### src/hdl/sit_pkg.sv
// ----------------------------------------------------------------------------
// sit_pkg
// Types and codes shared by the safe interval table modules.
// ----------------------------------------------------------------------------
package sit_pkg;

  localparam int unsigned OutTimeBits = 32;

  typedef enum logic [1:0] {
    REQ_SET  = 2'd0,
    REQ_ADD  = 2'd1,
    REQ_READ = 2'd2,
    REQ_NONE = 2'd3
  } req_e;

  typedef enum logic [1:0] {
    ST_OK      = 2'd0,
    ST_INVALID = 2'd1,
    ST_FULL    = 2'd2
  } status_e;

  typedef enum logic [2:0] {
    BK_INIT,
    BK_IDLE,
    BK_HEAD,
    BK_RD,
    BK_EVAL,
    BK_SHIFT,
    BK_OUT,
    BK_DONE
  } bk_state_e;

endpackage

### src/hdl/sit_front.sv
// ----------------------------------------------------------------------------
// sit_front
// Accepts commands, checks the cell address and holds one decoded request at a time.
// ----------------------------------------------------------------------------
module sit_front #(
  parameter int unsigned CellBits  = 12,
  parameter int unsigned TimeBits  = 32,
  parameter int unsigned XBits     = 6,
  parameter int unsigned YBits     = 6,
  parameter int unsigned GridWidth = 64,
  parameter int unsigned GridHeight = 64
) (
  input  logic                clk_i,
  input  logic                rst_ni,
  input  logic                start,
  output logic                busy,
  input  logic [1:0]          req_type_i,
  input  logic [5:0]          cell_x_i,
  input  logic [5:0]          cell_y_i,
  input  logic                occupied_flag_i,
  input  logic [31:0]         span_start_i,
  input  logic [31:0]         span_end_i,
  output logic                q_valid_o,
  input  logic                q_pop_i,
  output sit_pkg::req_e       q_req_o,
  output logic [CellBits-1:0] q_cell_o,
  output logic                q_occ_o,
  output logic [TimeBits-1:0] q_s_o,
  output logic [TimeBits-1:0] q_e_o
);

  logic                full_q, full_d;
  sit_pkg::req_e       req_q;
  logic [CellBits-1:0] cell_q;
  logic                occ_q;
  logic [TimeBits-1:0] s_q, e_q;
  logic                in_grid;
  logic [CellBits-1:0] cell_idx;
  logic [TimeBits-1:0] s_in, e_in;

  assign in_grid = ({26'd0, cell_x_i} < 32'(GridWidth)) &&
                   ({26'd0, cell_y_i} < 32'(GridHeight));
  assign cell_idx = CellBits'(32'(cell_y_i) * 32'(GridWidth) + 32'(cell_x_i));

  always_comb begin
    s_in = TimeBits'({{(TimeBits > 32 ? TimeBits - 32 : 1){1'b0}}, span_start_i});
    if (span_end_i == '1) begin
      e_in = '1;
    end else begin
      e_in = TimeBits'({{(TimeBits > 32 ? TimeBits - 32 : 1){1'b0}}, span_end_i});
    end
  end

  assign busy  = full_q;
  assign full_d = (start && !full_q) ? 1'b1 : (q_pop_i ? 1'b0 : full_q);

  always_ff @(posedge clk_i or negedge rst_ni) begin
    if (!rst_ni) begin
      full_q <= 1'b0;
    end else begin
      full_q <= full_d;
    end
  end

  always_ff @(posedge clk_i) begin
    if (start && !full_q) begin
      req_q  <= in_grid ? sit_pkg::req_e'(req_type_i) : sit_pkg::REQ_NONE;
      cell_q <= cell_idx;
      occ_q  <= occupied_flag_i;
      s_q    <= s_in;
      e_q    <= e_in;
    end
  end

  assign q_valid_o = full_q;
  assign q_req_o   = req_q;
  assign q_cell_o  = cell_q;
  assign q_occ_o   = occ_q;
  assign q_s_o     = s_q;
  assign q_e_o     = e_q;

endmodule

### config.mk
export PLATFORM = sky130hd
export DESIGN_NAME = sit_front
export DESIGN_NICKNAME = d
export VERILOG_FILES = /design/src/hdl/sit_pkg.sv /design/src/hdl/sit_front.sv
export SDC_FILE = /design/constraint.sdc
export NUM_CORES = 1
export LEC_CHECK = 0
export BUFFER_PORTS_ARGS = -buffer_cell sky130_fd_sc_hd__buf_2
export CAP_MARGIN = 20
export CORE_UTILIZATION = 45
export DETAILED_ROUTE_END_ITERATION = 7
export PLACE_DENSITY = 0.88
export SLEW_MARGIN = 40
export SYNTH_ARGS = -nofsm -noshare
export SYNTH_HDL_FRONTEND = slang
export SYNTH_SLANG_ARGS = --single-unit
export TNS_END_PERCENT = 1
### constraint.sdc
create_clock -name clk_i -period 14.09 [get_ports clk_i]
set_input_delay 2.1135 -clock clk_i [delete_from_list [all_inputs] [get_ports clk_i]]
set_output_delay 2.1135 -clock clk_i [all_outputs]
set_load 0.01 [all_outputs]
### Word level (Yosys, flattened, before mapping)

Cells that the tools add are included.
W data, S select, Z words.

* input bits: 83
* word-level logic and storage cells: 13
* register bits: 80

* eq/ne operators: 1
* mux-type cells: 2
* $add $sub $neg: 1
* reductions and logical operators: 3

Operators by type and width (number)
* $eq A32 B32 Y1 const B: 1
* $add A12 B6 Y12: 1
* $mux W1: 2
* $reduce_bool A2 Y1: 1
* $logic_and A1 B1 Y1: 1
* $logic_not A1 Y1: 1

### Longest topological paths before layout

Gate-level depths: netlist of the first run.

* word-level depth: 3
* mapped depth: 2
* depth with buffers taken out: 2

### Least setup slack after synthesis of the first run

Ideal clock, no wire load.

* path type: input to register
* start point: input start
* end point: register cell_q[0], in the netlist q_cell_o[0] (enable)
* arrival: 5569 ps
* cell stages on the path: 1
* data required time: 13565 ps
* path slack: 7996 ps
* path buffers: 0
* path through: nor2b_1

* longest elaborated chain between the ends: 1

Ends and longest elaborated chain
* from (decl): line sit_front.sv:15 `input logic start,`
* $logic_and A1 B1 Y1: line sit_front.sv:66 `if (start && !full_q) begin`
* to (signal assigned): line sit_front.sv:68 `cell_q <= cell_idx;`
* to (decl): line sit_front.sv:34 `logic [CellBits-1:0] cell_q;`

Every way passes these cells.
A chain may end at the register's enable or synchronous reset.

### Worst setup path after layout of the first run

* start point: register full_q, in the netlist busy
* end point: output q_valid_o

RTL lines
* from (decl): line sit_front.sv:32 `logic full_q, full_d;`
* from (signal assigned): line sit_front.sv:61 `full_q <= full_d;`
* to (decl): line sit_front.sv:23 `output logic q_valid_o,`

No word-level cell between the ends.

==> results.md, run 1 <==
* Status: finished clean
* Via density at 4.47
* Ant. Diodes at 0
* Power per cell area at 137 mW/mm^2
* RSZ-0062 raised after global routing: false
* Fin. Hold Viols at 0
* H-tree levels at 3
* Worst skew pair latency at 0.33 ns
* Worst min path class: reg -> reg
* Routed wire length at 5190 um
* Antenna Nets Post-Route at 0
* Cell Area, Synth at 0.00254 mm^2
* Hold Path End: busy
* Top cells by count, synth: edfxtp_1 (79), clkbuf_1 (32)
* Core Box Area at 0.00527 mm^2
* Gr ovfl total at 0
* Register Area at 0.00240 mm^2
* Synth cell types at 7
* CTS clock-pin slew for the worst setup and hold paths at 0.08 ns
* Dpl hpwl at 4030 um
* Cts repair resizes at 0
* Syn-to-layout area delta at 38.6%
* Total track usage at 18.4%
* Reg2reg start: busy
* Worst-margin pin slew at 0.668 ns
* Multi-input logic area at 22.5 um^2
* Ratio of final minimum period to clock period at 21.8%
* Syn_nets at 199
* Root Buffer Master: clkbuf_8
* Largest net degree at the start of global routing at 80
* DIE WIDTH at 77.1 um
* CTS tree: built
* Switching pwr at 0.000102 W
* Vias in the first global route at 1435
* Slowest cell on crit path: dfrtp_1
* Antenna violations before repair at 0
* Worst Path Arrival at 0.95 ns
* Fin area at 0.00352 mm^2
* Crit end category: output port
* Largest delay share family, worst path: flip-flops
* Pre-Repair DR Iteration Count at 5
* Initial Util at 48.2%
* 1st-iter DRT viols at 103
* Final WS setup at 11.02 ns
* Switching Share at 21.2%
* DIE AREA at 0.00595 mm^2
* Max_cap viols at 0
* Post-synth top area cell: edfxtp_1
* Port-buffer cells at 163
* Ys flop type: edfxtp_1
* VDD IR-drop max at 0.0898 mV
* F_max at 326 MHz
* Cell with the most instances after synthesis: edfxtp_1
* YS warnings at 0
* DR WL/cell at 15.6 um
* Grt peak-use layer: met2
* #FFs+latches synth at 80
* Worst R2R Setup Slack at 12.57 ns
* Fillers at 383
* Critical Path RT at 11.98 ns
* Met3 Use GR at 5.83%
* Clk pwr share at 31.9%
* Worst path cell trace: buf_2
* Synth area leaders: edfxtp_1 (93%), clkbuf_1 (4.7%), dfrtp_1 (0.99%)
* Layout cell share with drive strength beyond 1 at 68.7%
* DRC Markers at 0
* FF-to-FF End: q_e_o[22]
* Post-synth EDFFs at 79
* Headroom to the max-slew limit at 55.5%
* Met1 Use GR at 19.0%
* Hold depth at 1
* Cells on worst reg2reg path at 2
* Max Slew Vio Count at 0
* Crit path depth at 1
* Avg Inst Size Synth at 21.9 um^2
* Leakage power at 1.50 nW
* Worst path bufs/invs at 1
* Crit start category: flip-flop
* Syn Inst Count at 116
* Sequential area share after synthesis at 94.4%
* Pre-CTS WS at 10.82 ns
* Postcts setup bufs at 0
* Final GP Congestion at 0.685
* CTS buffer count at 9
* Setup TNS at 0 ns
* Worst clock skew at 0.00807 ns
* Clock tree buffer depth at 2
* Die H at 77.1 um
* Flop pwr share at 59.3%
* Hold Path Origin: busy
* DP Area at 0.00333 mm^2
* Row cnt at 26
* Comb power frac at 8.8%
* Hold Slack at 0.592 ns
* Vias after detailed routing at 1483
* Finish-stage setup viols at 0
* Hold_buf cts at 0
* Clock sinks at 80
* Io pins at 164
* Post-synth top area share at 93.4%
* Pint at 0.000380 W
* Setup Crit Path Kind: reg -> out
* NumNets Final at 341
* Min cycle time layout at 3.07 ns
* CP Max Fanout at 5
* Slowest cell delay on critical path at 0.45 ns
* GR Util met2 at 32.3%
* Share of flip-flops with an asynchronous set or reset at 1.25%
* Global-route wire length before repair at 7570 um
==> per-stage QoR <==
stage | power, W | util [%] | std cells
detailed placement | 0.000334 | 63.3 | 317
finish | 0.000482 | 66.8 | 332
global placement | 0.000331 | 63.2 | 317
global route | 0.000500 | 66.8 | 332
floorplan | 0.000311 | - | 116
CTS | 0.000488 | 66.8 | 332
==> cells in the final DEF, fill, tap and decap left out <==
cell and instances:
buf_2 163, edfxtp_1 79, clkbuf_8 9, clkinv_2 3, nor2b_4 1, nor2_1 1, a21oi_1 1, dfrtp_1 1
clkinvlp_4 1, bufinv_16 1, clkinv_4 1, buf_6 1
==> worst max-delay path by stage <==
stage                     startpoint  slack [ns]           to
after CTS                       busy       10.99    q_valid_o
after global routing            busy       10.97    q_valid_o
after detailed placement       start       10.82  q_cell_o[8]
after floorplan                start        8.00  q_cell_o[0]
after global placement         start       10.64    q_s_o[22]
final                           busy       11.02    q_valid_o
==> final cells by class <==
class                      instances  area share, %
multi-input combinational          3          0.640
clock inverter                     6           1.74
tap                               70           2.49
clock buffer                       9           3.52
timing repair buffer             164           23.5
sequential                        80           68.1
==> sequential cells by signal, indices dropped and copies added, names as in the netlist <==
name,cells
q_cell_o,12
q_s_o,32
q_req_o,2
q_occ_o,1
busy,1
q_e_o,32
==> cell families (layout without fill, tap and decap cells) <==
kind of cell | after synthesis | in the layout | share of synthesized area [%]
AND/OR/NAND/NOR | 2 | 2 | 0.394
buffers and inverters | 33 | 179 | 5.02
AO/OA/AOI/OAI | 1 | 1 | 0.197
flip-flops | 80 | 80 | 94.4
==> power groups by stage <==
stage / combinational [W] / clock (W) / sequential (W)
final: 0.0000424 / 0.000154 / 0.000286
after detailed placement: 0.0000431 / 0 / 0.000291
after floorplan: 0.00000969 / 0 / 0.000301
after CTS: 0.0000431 / 0.000159 / 0.000286
after global routing: 0.0000460 / 0.000167 / 0.000287
after global placement: 0.0000415 / 0 / 0.000290
==> metal layers <==
layer  vias to the layer above  part of all wire [%]
li1                        683                     -
met5                         -                     0
met3                        15                   7.1
met4                         0                   3.4
met2                        96                    55
met1                       689                    34
No activity file was read; power rests on OpenSTA's default activity.
==> run 2: changes to the inputs <==
Settings changed: CORE_UTILIZATION 45 to 37, PLACE_DENSITY 0.88 to 0.77.
Clock period 14.09 ns to 2.61 ns, I/O delays scaled along.
==> results.md, run 2 (synthesis results as in run 1) <==
* Status: finished with violations
* Failing checks: DRC
* Setup Crit Path Kind: reg -> out
* Clock sinks at 80
* Hold depth at 1
* Pre-CTS WS at 1.24 ns
* Commonest non-fill, non-tap cell in the layout: buf_2
* Headroom to the max-slew limit at 73.2%
* Slowest cell delay on critical path at 0.44 ns
* Max_cap viols at 0
* Power per cell area at 741 mW/mm^2
* RSZ-0062 raised after global routing: false
* Via density at 4.30
* FF-to-FF End: q_cell_o[3]
* Layout Utilization at 54.7%
* Syn-to-layout area delta at 40.0%
* VDD IR-drop max at 0.471 mV
* Reg2reg start: busy
* Largest delay share family, worst path: flip-flops
* Finish-stage setup viols at 0
* H-tree levels at 3
* Worst path cell trace: buf_2
* Die H at 84.9 um
* Port-buffer cells at 163
* Worst min path class: in -> reg
* Hold Path Origin: cell_y_i[4]
* Grt peak-use layer: met2
* Cts repair resizes at 0
* CTS tree: built
* Vias after detailed routing at 1475
* Hold Slack at 0.225 ns
* Largest net degree at the start of global routing at 80
* Crit start category: flip-flop
* DR WL/cell at 14.2 um
* CTS buffer count at 9
* Fillers at 522
* Final WS setup at 1.28 ns
* Final GP Congestion at 0.690
* Row cnt at 29
* Worst path bufs/invs at 1
* Global-route wire length before repair at 7260 um
* Worst clock skew at 0.00496 ns
* Met1 Use GR at 14.6%
* Worst Path Arrival at 0.94 ns
* Most frequent cells in the layout: buf_2 (163), edfxtp_1 (79), clkbuf_8 (9)
* Worst R2R Setup Slack at 1.30 ns
* Slowest cell on crit path: dfrtp_1
* CTS clock-pin slew for the worst setup and hold paths at 0.08 ns
* Cells on worst reg2reg path at 2
* Antenna Nets Post-Route at 0
* Met3 Use GR at 7.88%
* Pre-Repair DR Iteration Count at 6
* DRC Markers at 28
* Ratio of final minimum period to clock period at 51.0%
* Fin. Hold Viols at 0
* F_max at 751 MHz
* Max Slew Vio Count at 0
* Total track usage at 14.0%
* Gr ovfl total at 0
* Setup TNS at 0 ns
* 1st-iter DRT viols at 89
* Worst-margin pin slew at 0.402 ns
* Io pins at 164
* Hold Path End: q_cell_o[10]
* Crit end category: output port
* Worst skew pair latency at 0.33 ns
* DIE WIDTH at 84.9 um
* Antenna violations before repair at 4
* Fin area at 0.00355 mm^2
* Critical Path RT at 2.22 ns
* Routed wire length at 4890 um
* CP Max Fanout at 5
* DIE AREA at 0.00720 mm^2
* Min cycle time layout at 1.33 ns
* Layout cell share with drive strength beyond 1 at 67.8%
* Root Buffer Master: clkbuf_8
* Initial Util at 39.1%
* Vias in the first global route at 1476
* DP Area at 0.00335 mm^2
* Core Box Area at 0.00649 mm^2
* NumNets Final at 342
* Leakage power at 1.51 nW
* GR Util met2 at 22.0%
* Clock tree buffer depth at 2
==> run 2: changes by cell type in the layout (fill, tap and decap cells not counted), sizes merged <==
cell / delta
diode: +2
clkbuf: +1
dlygate4sd3: +1
==> run 2: metal layers <==
metal / up-vias / wire length (um)
met5: - / 8
met4: 2 / 138
met3: 16 / 680
met2: 114 / 2240
met1: 654 / 1820
li1: 689 / -
==> run 2: how the worst max path moves through the flow <==
stage / start / endpoint / slack [ns] / depth (start not counted)
6_report: busy / busy / 1.28 / 1
5_1_grt: busy / busy / 1.23 / 1
4_1_cts: busy / busy / 1.25 / 1
3_5_place_dp: start / q_s_o[28] / 1.24 / 3
3_3_place_gp: start / q_s_o[14] / 1.26 / 3
2_1_floorplan: busy / q_cell_o[0] / 0.52 / 1
==> run 2: timing repair <==
action / in CTS / in global routing
hold buffers: 1 / 0
hold endpoints to repair: 1 / 0
setup buffers: 0 / 0
setup endpoints to repair: 0 / 0
==> run 2: layout make-up <==
cell class                 instances  area, um^2  area share, %
tap                               77        96.3           2.71
timing repair buffer             165         846           23.8
multi-input combinational          3        22.5          0.634
sequential                        80        2400           67.4
clock buffer                      10         128           3.59
clock inverter                     6        60.1           1.69
antenna                            2        5.00          0.141
==> run 2: power by group <==
group          total (W)  internal (W)  switching, W
Sequential       0.00154       0.00152     0.0000208
Clock           0.000861      0.000437      0.000424
Combinational   0.000234      0.000103      0.000131
==> run 2: metrics by stage <==
| stage | total power, W | instances |
|---|---|---|
| after detailed placement | 0.00180 | 324 |
| after CTS | 0.00267 | 341 |
| after global placement | 0.00180 | 324 |
| after floorplan | 0.00167 | 116 |
| after global routing | 0.00274 | 342 |
| final | 0.00263 | 343 |
==> run 3: changes to the inputs <==
Clock period 2.61 ns to 1.2 ns, I/O delays scaled along.
==> results.md, run 3 (synthesis results as in run 1) <==
* DR WL/cell at 15.2 um
* Postcts setup bufs at 0
* Fin area at 0.00423 mm^2
* DIE AREA at 0.00720 mm^2
* Routed wire length at 6200 um
* Core Box Area at 0.00649 mm^2
* Worst-margin pin slew at 0.230 ns
* Gr ovfl total at 0
* DP Area at 0.00338 mm^2
* Reg2reg start: busy
* Max Slew Vio Count at 0
* Crit end category: output port
* Antenna Nets Post-Route at 0
* Cells on worst reg2reg path at 2
* H-tree levels at 3
* Most used cell, CP: buf_6
* Antenna violations before repair at 0
* VDD IR-drop max at 0.768 mV
* DRC Markers at 15
* Vias in the first global route at 1834
* Vias after detailed routing at 1758
* Worst R2R Setup Slack at 0 ns
* Max_cap viols at 0
* Io pins at 164
* Port-buffer cells at 163
* Global-route wire length before repair at 8780 um
* Power per cell area at 1370 mW/mm^2
* 1st-iter DRT viols at 71
* Final GP Congestion at 0.680
* Min cycle time layout at 1.21 ns
* Largest net degree at the start of global routing at 44
* Crit start category: flip-flop
* Layout Utilization at 65.1%
* Worst Path Arrival at 1.03 ns
* CTS clock-pin slew for the worst setup and hold paths at 0.08 ns
* Hold Path Origin: span_end_i[0]
* Setup TNS at -0.0509 ns
* Worst min path class: in -> reg
* Initial Util at 39.1%
* DIE WIDTH at 84.9 um
* Final WS setup at -0.00797 ns
* F_max at 828 MHz
* Root Buffer Master: clkbuf_8
* Via density at 4.31
* Clock sinks at 80
* Hold Path End: q_e_o[0]
* CTS tree: built
* Most frequent cells in the layout: buf_2 (161), edfxtp_1 (79), dlygate4sd3_1 (66)
* Clock tree buffer depth at 2
* Row cnt at 29
* Setup Crit Path Kind: reg -> out
* Slowest cell on crit path: dfrtp_2
* CP Max Fanout at 4
* RSZ-0062 raised after global routing: true
* Ant. Diodes at 0
* Failing checks: DRC, setup timing
* Ratio of final minimum period to clock period at 101%
* Leakage power at 1.78 nW
* NumNets Final at 409
* Worst skew pair latency at 0.34 ns
* Pre-Repair DR Iteration Count at 6
* Critical Path RT at 1.02 ns
* Finish-stage setup viols at 11
* Total track usage at 17.0%
* Headroom to the max-slew limit at 84.7%
* Hold depth at 1
* CTS buffer count at 9
* Commonest non-fill, non-tap cell in the layout: buf_2
* Fin. Hold Viols at 0
* Overall Power at 0.00581 W
* FF-to-FF End: q_cell_o[1]
* Syn-to-layout area delta at 66.5%
* Slowest cell delay on critical path at 0.44 ns
* Worst clock skew at 0.00806 ns
* Worst path cell trace: buf_6 -> buf_6
* Layout cell share with drive strength beyond 1 at 55.0%
* Die H at 84.9 um
* Status: finished with violations
[run 3: changes by cell type in the layout (fill, tap and decap cells not counted), sizes merged]
cell and delta:
buf +2, bufinv -1, clkbuf -1, clkinv -1, clkinvlp +2, diode -2, dlygate4sd3 +65, inv +1
[run 3: final cells by class]
cell class / count / area [um^2]
clock buffer: 9 / 124
sequential: 80 / 2400
tap: 77 / 96.3
timing repair buffer: 232 / 1540
fill: 453 / 2270
clock inverter: 7 / 47.5
multi-input combinational: 3 / 22.5
[run 3: worst max-delay path by stage]
| stage | from | to | slack, ns | cells after the start |
|---|---|---|---|---|
| 3_3_place_gp | busy | q_s_o[15] | 0.05 | 2 |
| 6_report | busy | q_valid_o | -0.008 | 2 |
| 4_1_cts | busy | q_valid_o | -0.02 | 2 |
| 2_1_floorplan | busy | q_cell_o[0] | -0.86 | 1 |
| 3_5_place_dp | busy | q_cell_o[5] | 0.03 | 2 |
| 5_1_grt | busy | q_valid_o | -0.04 | 2 |
[run 3: power breakdown]
part / switching, W / internal, W
clock: 0.000977 / 0.000747
sequential: 0.0000480 / 0.00330
combinational: 0.000339 / 0.000396
[run 3: timing repair]
action / in CTS / in global routing
endpoints found under the setup margin: 2 / 45
hold endpoints to repair: 59 / 7
hold buffers: 59 / 7
resized for setup: 3 / 0
[run 3: through the flow]
step	std cells	hold slack [ns]	setup WS (ns)
floorplan	116	-0.116	-0.861
global placement	326	-0.0443	0.0455
detailed placement	326	-0.0439	0.0290
CTS	401	0.000199	-0.0234
global route	408	0.000160	-0.0446
finish	408	0.0201	-0.00797
[run 3: per-layer routing]
metal	up-vias	wire, um	track usage [%]
li1	822	-	-
met1	794	2310	18.7
met2	119	3100	28.3
met3	23	603	6.52
met4	0	185	10.2
met5	-	0	0
[run 3: critical path: cells and delay by family (launching register included)]
| kind | cells | cell delay (ns) |
|---|---|---|
| flops | 1 | 0.44 |
| buf+inv | 2 | 0.24 |
